[src/hdl/tdt_pkg.sv]
// Shared types and constants for the tile deduplication table.
package tdt_pkg;

    localparam int BANK_W  = 2;
    localparam int ROW_W   = 32;
    localparam int ROWS    = 8;
    localparam int TILE_W  = ROW_W * ROWS;
    localparam int IDX_OUT_W  = 8;
    localparam int SLOT_OUT_W = 8;
    localparam int UCNT_OUT_W = 9;
    localparam int STAT_W  = 2;

    localparam int Q_DEPTH = 2;
    localparam int Q_PTR_W = 1;
    localparam int Q_CNT_W = 2;

    localparam logic [STAT_W-1:0] ST_MATCH = 2'd0;
    localparam logic [STAT_W-1:0] ST_NEW   = 2'd1;
    localparam logic [STAT_W-1:0] ST_FULL  = 2'd2;

    typedef struct packed {
        logic              oor;
        logic [BANK_W-1:0] bank;
        logic [TILE_W-1:0] tile;
    } t_item;

endpackage

[src/hdl/tdt_front.sv]
// Front end: accepts items, flags bad bank numbers, holds them in a short queue.
module tdt_front #(
    parameter int BANKS = 3
) (
    input  logic                       i_clk,
    input  logic                       i_rst_n,
    input  logic                       start,
    output logic                       busy,
    input  logic [tdt_pkg::BANK_W-1:0] i_bank,
    input  logic [tdt_pkg::TILE_W-1:0] i_tile,
    output logic                       o_valid,
    output tdt_pkg::t_item             o_item,
    input  logic                       i_pop
);

    tdt_pkg::t_item                  r_slot [tdt_pkg::Q_DEPTH];
    logic [tdt_pkg::Q_PTR_W-1:0]     r_wr_ptr;
    logic [tdt_pkg::Q_PTR_W-1:0]     r_rd_ptr;
    logic [tdt_pkg::Q_CNT_W-1:0]     r_cnt;
    logic                            push;
    logic                            pop;
    tdt_pkg::t_item                  n_item;

    assign busy    = (r_cnt == tdt_pkg::Q_CNT_W'(tdt_pkg::Q_DEPTH));
    assign o_valid = (r_cnt != '0);
    assign o_item  = r_slot[r_rd_ptr];
    assign push    = start && !busy;
    assign pop     = i_pop && o_valid;

    always_comb begin
        n_item.oor  = !(int'(i_bank) < BANKS);
        n_item.bank = i_bank;
        n_item.tile = i_tile;
    end

    always_ff @(posedge i_clk) begin
        if (push) begin
            r_slot[r_wr_ptr] <= n_item;
        end
    end

    always_ff @(posedge i_clk) begin
        if (!i_rst_n) begin
            r_wr_ptr <= '0;
            r_rd_ptr <= '0;
            r_cnt    <= '0;
        end else begin
            if (push) begin
                r_wr_ptr <= r_wr_ptr + 1'b1;
            end
            if (pop) begin
                r_rd_ptr <= r_rd_ptr + 1'b1;
            end
            unique case ({push, pop})
                2'b10:   r_cnt <= r_cnt + 1'b1;
                2'b01:   r_cnt <= r_cnt - 1'b1;
                default: r_cnt <= r_cnt;
            endcase
        end
    end

endmodule

[config.mk]
export PLATFORM = sky130hd
export DESIGN_NAME = tdt_front
export DESIGN_NICKNAME = d
export VERILOG_FILES = /design/src/hdl/tdt_pkg.sv /design/src/hdl/tdt_front.sv
export SDC_FILE = /design/constraint.sdc
export NUM_CORES = 1
export LEC_CHECK = 0
export BUFFER_PORTS_ARGS = -buffer_cell sky130_fd_sc_hd__buf_2
export CORE_AREA = 2 2 200 202
export CTS_CLUSTER_DIAMETER = 200
export DETAILED_ROUTE_END_ITERATION = 16
export DIE_AREA = 0 0 202 204
export PLACE_DENSITY = 0.74
export SYNTH_ARGS = -nofsm -noshare
export SYNTH_HDL_FRONTEND = slang
export SYNTH_SLANG_ARGS = --single-unit
[constraint.sdc]
create_clock -name i_clk -period 9.31 [get_ports i_clk]
set_clock_uncertainty 0.05 [all_clocks]
set_input_delay 0.931 -clock i_clk [delete_from_list [all_inputs] [get_ports i_clk]]
set_output_delay 0.931 -clock i_clk [all_outputs]
set_load 0.01 [all_outputs]
==> results.toml, run 1 <==
[status]
status = "complete, no violations"

[setup_path]
cp.required_ns = 8.33
endpoint_kind = "primary output"
worst_path_largest_cell_delay_ns = 0.79
critPathMaxFanout = 67
path_delay_family = "buffers and inverters"
path_common_cell = "buf_4"
path_buf_inv = 3
crit_arrival_ns = 3.61
path_cells = "buf_4 -> buf_4 -> mux2_2 -> buf_2"
cp_slowest_cell = "buf_4"
start_kind = "register"
crit_type = "reg2out"

[job]
cap_violations = 0

[placed_design]
numPortBuffers = 522
place_congestion = 0.840
place_hpwl_microns = 28300

[yosys]
synth_compound_area_share_pct = 0.171
synth_seq_cells = 523
syn_avg_cell_area_sq_um = 22.8
synth_cell_types = 20
synth_xor_area_share_pct = 0.138
synthSimpleGateAreaFrac_pct = 0.329
syn-num-nets = 1096
synthAdderAreaFrac_pct = 0.0658
syn_area_sq_mm = 0.0190
seq_area_frac_synth_pct = 82.4
yosys_warnings = 0
synthMuxAreaShare_pct = 15.3
syn_inst = 833
synth_top_family_by_area = "multiplexers"

[detailed_routing]
route.vias.total = 9900
route.detailed.drc = 0
routed_wl_microns = 41400
wire_per_inst_microns = 21.1
via_per_inst = 5.03
drtIter0Drc = 591
dr.pass1.iters = 5
ant_nets = 0

[clock_tree]
clkLatencyLatePin_ns = 0.58
postCtsSetupBuffers = 0
h-tree-depth = 2
cts_resized = 0
cts_buffers = 52
clock_sinks = 523
cts.clk_slew.worst_paths_ns = 0.06
cts_root_buffer = "clkbuf_16"
cts_tree = "done"
clockBufferDepth = 3
ctsHoldBuffers = 0

[sta]
final.min_clock_period_ns = 4.59
finalHoldViolations = 0
grt_setup_unrepaired = "no"
maxSlewHeadroom_pct = 26.0
tns_ns = 0
setup_viol = 0
maxSlewViolCount = 0
max_freq_ghz = 0.218
timing.final.crit_share_pct = 49.3
worst_pin_slew_ns = 1.11

[finish]
final_common_cell = "buf_2"
nets = 1650
fillers = 2807
final_cell_mix = "buf_2 (522), edfxtp_1 (518), mux2_2 (259)"
area_delta_synth_final_pct = 25.2
layout-drive-gt1-share_pct = 60.9

[floorplanning]
core-area_sq_mm = 0.0392
pin_count = 523
initial_core_util_pct = 48.5
die-area_sq_mm = 0.0412
die_w_microns = 202
die_h_microns = 204
rows = 73

[grt]
grt_util_met1_pct = 21.6
grt_max_degree = 144
gr-total-overflow = 0
use_met2_pct = 32.4
grt_pass1_wl_microns = 58900
grt_pass1_vias = 10300
grtUsageTotal_pct = 19.3
antenna_found_initial = 21
gr-usage-met3_pct = 6.92
gr-max-usage-layer = "met2"

[power_and_ir_drop]
power.density_mw_per_mm2 = 284
power.static_leakage_nw = 8.83
finalPower_mw = 6.76
irDropWorstVdd_uv = 221

[min_path]
hp-class = "reg2reg"
[per-stage QoR]
stage | setup WS (ns) | hold slack [ns] | util (%) | area, sq um | std cells
2_1_floorplan | 1.73 | 0.407 | - | 19000 | 833
3_3_place_gp | 5.39 | 0.425 | 56.3 | 22100 | 1858
3_5_place_dp | 5.31 | 0.452 | 56.3 | 22100 | 1858
4_1_cts | 4.68 | 0.444 | 60.7 | 23800 | 1953
5_1_grt | 4.49 | 0.462 | 60.7 | 23800 | 1962
6_report | 4.72 | 0.456 | 60.7 | 23800 | 1967
[state kept, by name (all words and copies together), names as in the netlist, named ones only]
name and count:
r_rd_ptr 1, r_slot 518, r_cnt 2, r_wr_ptr 1
[area by class of cell]
cell class	count	area, sq um	share of cell area (%)
clock inverter	28	323	1.36
inverter	3	18.8	0.0788
tap	525	657	2.76
timing repair buffer	529	2680	11.2
multi-input combinational	278	3060	12.8
clock buffer	67	1380	5.79
antenna	14	35.0	0.147
sequential	523	15700	65.8
[routing by layer]
layer,wire (microns),share of wire (%),vias to the layer above
li1,-,-,4468
met1,14500,35,4822
met2,21000,51,485
met3,4040,9.7,111
met4,1800,4.3,14
met5,79,0.19,-
[logic make-up (layout without fill, tap and decap cells)]
| kind of cell | Yosys count | after routing |
|---|---|---|
| xor gates and xnor gates | 3 | 3 |
| adders and majority gates | 1 | 1 |
| and+or+nand+nor | 10 | 10 |
| muxes | 259 | 259 |
| buffers and inverters | 32 | 627 |
| other | 0 | 14 |
| AOI/OAI and AO/OA | 5 | 5 |
| DFF | 523 | 523 |
[Yosys cell counts]
library cell	n	area share, %
a21boi_1	2	0.079
and2_1	2	0.066
and3_1	1	0.033
buf_2	5	0.13
buf_4	1	0.040
buf_6	23	1.4
dfxtp_1	5	0.53
edfxtp_1	518	82
ha_1	1	0.066
inv_1	2	0.040
inv_2	1	0.020
mux2_2	259	15
nand2_1	1	0.020
nand2b_2	1	0.046
nor2b_1	2	0.066
o21a_1	1	0.040
o21ai_0	2	0.053
or2_2	1	0.033
or3_1	2	0.066
xnor2_1	3	0.14
[worst reg2reg max path, delay by kind of cell (launching register included)]
kind | cells | cell delay, ns
simple gates | 2 | 0.59
flops | 1 | 0.42
buf+inv | 3 | 1.61
[power by group]
part	leakage (nW)	switching [mW]	total [mW]	internal [mW]
registers	4.89	0.114	3.09	2.98
clock network	0.840	0.832	2.07	1.24
logic	3.10	0.865	1.60	0.734
total	8.83	1.81	6.76	4.95
[worst paths after layout]
kind,cells after the start,to,from,slack [ns]
worst max-delay path,4,o_item[87],register,4.72
worst min-delay path,2,r_wr_ptr$_SDFFE_PN0P_,r_wr_ptr$_SDFFE_PN0P_,0.46
worst max register to register,5,r_slot[0][178]$_DFFE_PP_,r_cnt[0]$_SDFFE_PN0P_,6.15
worst min register to register,2,r_wr_ptr$_SDFFE_PN0P_,r_wr_ptr$_SDFFE_PN0P_,0.46
Power figures use the tool's default switching activity.
==> run 2: changes to the inputs <==
==> constraint.sdc (replaced) <==
create_clock -name i_clk -period 4.8 [get_ports i_clk]
set_clock_uncertainty 0.05 [all_clocks]
set_input_delay 0.48 -clock i_clk [delete_from_list [all_inputs] [get_ports i_clk]]
set_output_delay 0.48 -clock i_clk [all_outputs]
set_load 0.01 [all_outputs]
==> results.toml, run 2 (synthesis results as in run 1) <==
[status]
status = "complete, no violations"

[sta]
fin_hold_ws_ns = 0.0443
timing.final.crit_share_pct = 62.6
setup_viol = 0
max_freq_ghz = 0.333
maxSlewHeadroom_pct = 41.1
maxSlewViolCount = 0
grt_setup_unrepaired = "no"
worst_pin_slew_ns = 0.883
final.min_clock_period_ns = 3.01
finalHoldViolations = 0

[clock_tree]
clockBufferDepth = 3
h-tree-depth = 2
clock_sinks = 523
cts_tree = "done"
cts_root_buffer = "clkbuf_16"
cts_buffers = 52
cts_resized = 0
cts.clk_slew.worst_paths_ns = 0.06
postCtsSetupBuffers = 0
clkLatencyLatePin_ns = 0.57
ctsHoldBuffers = 0

[power_and_ir_drop]
switchingPower_mw = 3.48
p_int_mw = 9.54
combPwrFrac_pct = 24.4
switching_share_pct = 26.7
power.static_leakage_nw = 8.82
power.density_mw_per_mm2 = 547
irDropWorstVdd_uv = 378
clockPowerShare_pct = 29.7
power_frac_seq_pct = 45.9

[min_path]
min_path_cells = 1
hp-class = "in2reg"
holdCritStartpoint = "i_tile[173]"

[detailed_routing]
route.detailed.drc = 0
route.vias.total = 9754
via_per_inst = 4.99
wire_per_inst_microns = 20.5
ant_nets = 0
drtIter0Drc = 497
routed_wl_microns = 40000
dr.pass1.iters = 4

[setup_path]
critPathMaxFanout = 69
cp_slowest_cell = "dfxtp_4"
path_buf_inv = 2
worst_path_largest_cell_delay_ns = 0.85
r2r.worst_path.cells = 5
cp_num_cells = 3
crit_arrival_ns = 2.48
path_cells = "buf_12 -> mux2_2 -> buf_2"
start_kind = "register"
crit_type = "reg2out"
cp.required_ns = 4.27
endpoint_kind = "primary output"
worstReg2RegStart = "r_cnt[0]$_SDFFE_PN0P_"
path_delay_family = "flip-flops"

[grt]
gr-total-overflow = 0
antenna_found_initial = 13
grt_max_degree = 114
grtUsageTotal_pct = 18.8
grt_pass1_wl_microns = 58200
grt_pass1_vias = 10200

[finish]
reg.largest.list = "r_slot x518, r_cnt x2"
final_common_cell = "buf_2"
layout-drive-gt1-share_pct = 60.9
largest_register_ffs = 518
fillers = 2832
finalCoreUtilization_pct = 60.8
fin_area_sq_mm = 0.0238
top_register = "r_slot"
final_cell_mix = "buf_2 (522), edfxtp_1 (518), mux2_2 (259)"
multi_input_area_sq_mm = 0.00307
area_delta_synth_final_pct = 25.3
seq_area_sq_mm = 0.0157
nets = 1656

[floorplanning]
die-area_sq_mm = 0.0412
pin_count = 523
core-area_sq_mm = 0.0392
die_h_microns = 204
initial_core_util_pct = 48.5
rows = 73
die_w_microns = 202

[placed_design]
place_congestion = 0.782
numPortBuffers = 522
place_hpwl_microns = 27000
placed_area_sq_mm = 0.0222

[job]
cap_violations = 0
-- run 2: cell type report --
cell class                 instances  area share [%]
timing repair buffer             535            11.7
clock inverter                    23            1.07
tap                              525            2.76
inverter                           3          0.0736
multi-input combinational        278            12.9
antenna                            7          0.0736
clock buffer                      61            5.70
sequential                       523            65.8
-- run 2: metal layers --
metal  global-route usage [%]  routed length [microns]  part of all wire, %
met1                     21.1                    14700                   37
met2                     31.6                    20000                   50
met3                     7.64                     3970                  9.9
met4                     8.11                     1350                  3.4
met5                        0                       84                 0.21
-- run 2: stage by stage --
stage	setup TNS, ns	cells	setup slack [ns]	total power [mW]
6_report	0	1955	1.79	13.0
3_3_place_gp	0	1864	2.32	9.21
4_1_cts	0	1948	1.69	13.2
2_1_floorplan	-42.85	833	-0.165	8.14
5_1_grt	0	1953	1.62	13.5
3_5_place_dp	0	1864	2.34	9.27
-- run 2: worst paths after layout --
check | end | slack (ns)
worst max-delay path | o_item[68] | 1.79
worst min-delay path | r_slot[1][173]$_DFFE_PP_ | 0.04
worst max register to register | r_slot[0][50]$_DFFE_PP_ | 2.53
worst min register to register | r_wr_ptr$_SDFFE_PN0P_ | 0.46
-- run 2: worst register-to-register path, cell delays in order, from the launching register on --
cell and delay (ns):
dfxtp_2 0.37, nand2b_4 0.16, inv_4 0.04, or3_4 0.34
clkinvlp_4 0.27, buf_12 0.48
-- run 2: power by group through the flow --
stage | logic (mW) | clock network, mW | registers [mW]
5_1_grt | 3.40 | 4.11 | 6.03
4_1_cts | 3.23 | 3.95 | 5.98
3_3_place_gp | 3.18 | 0 | 6.04
3_5_place_dp | 3.20 | 0 | 6.07
6_report | 3.18 | 3.87 | 5.97
2_1_floorplan | 2.10 | 0 | 6.04
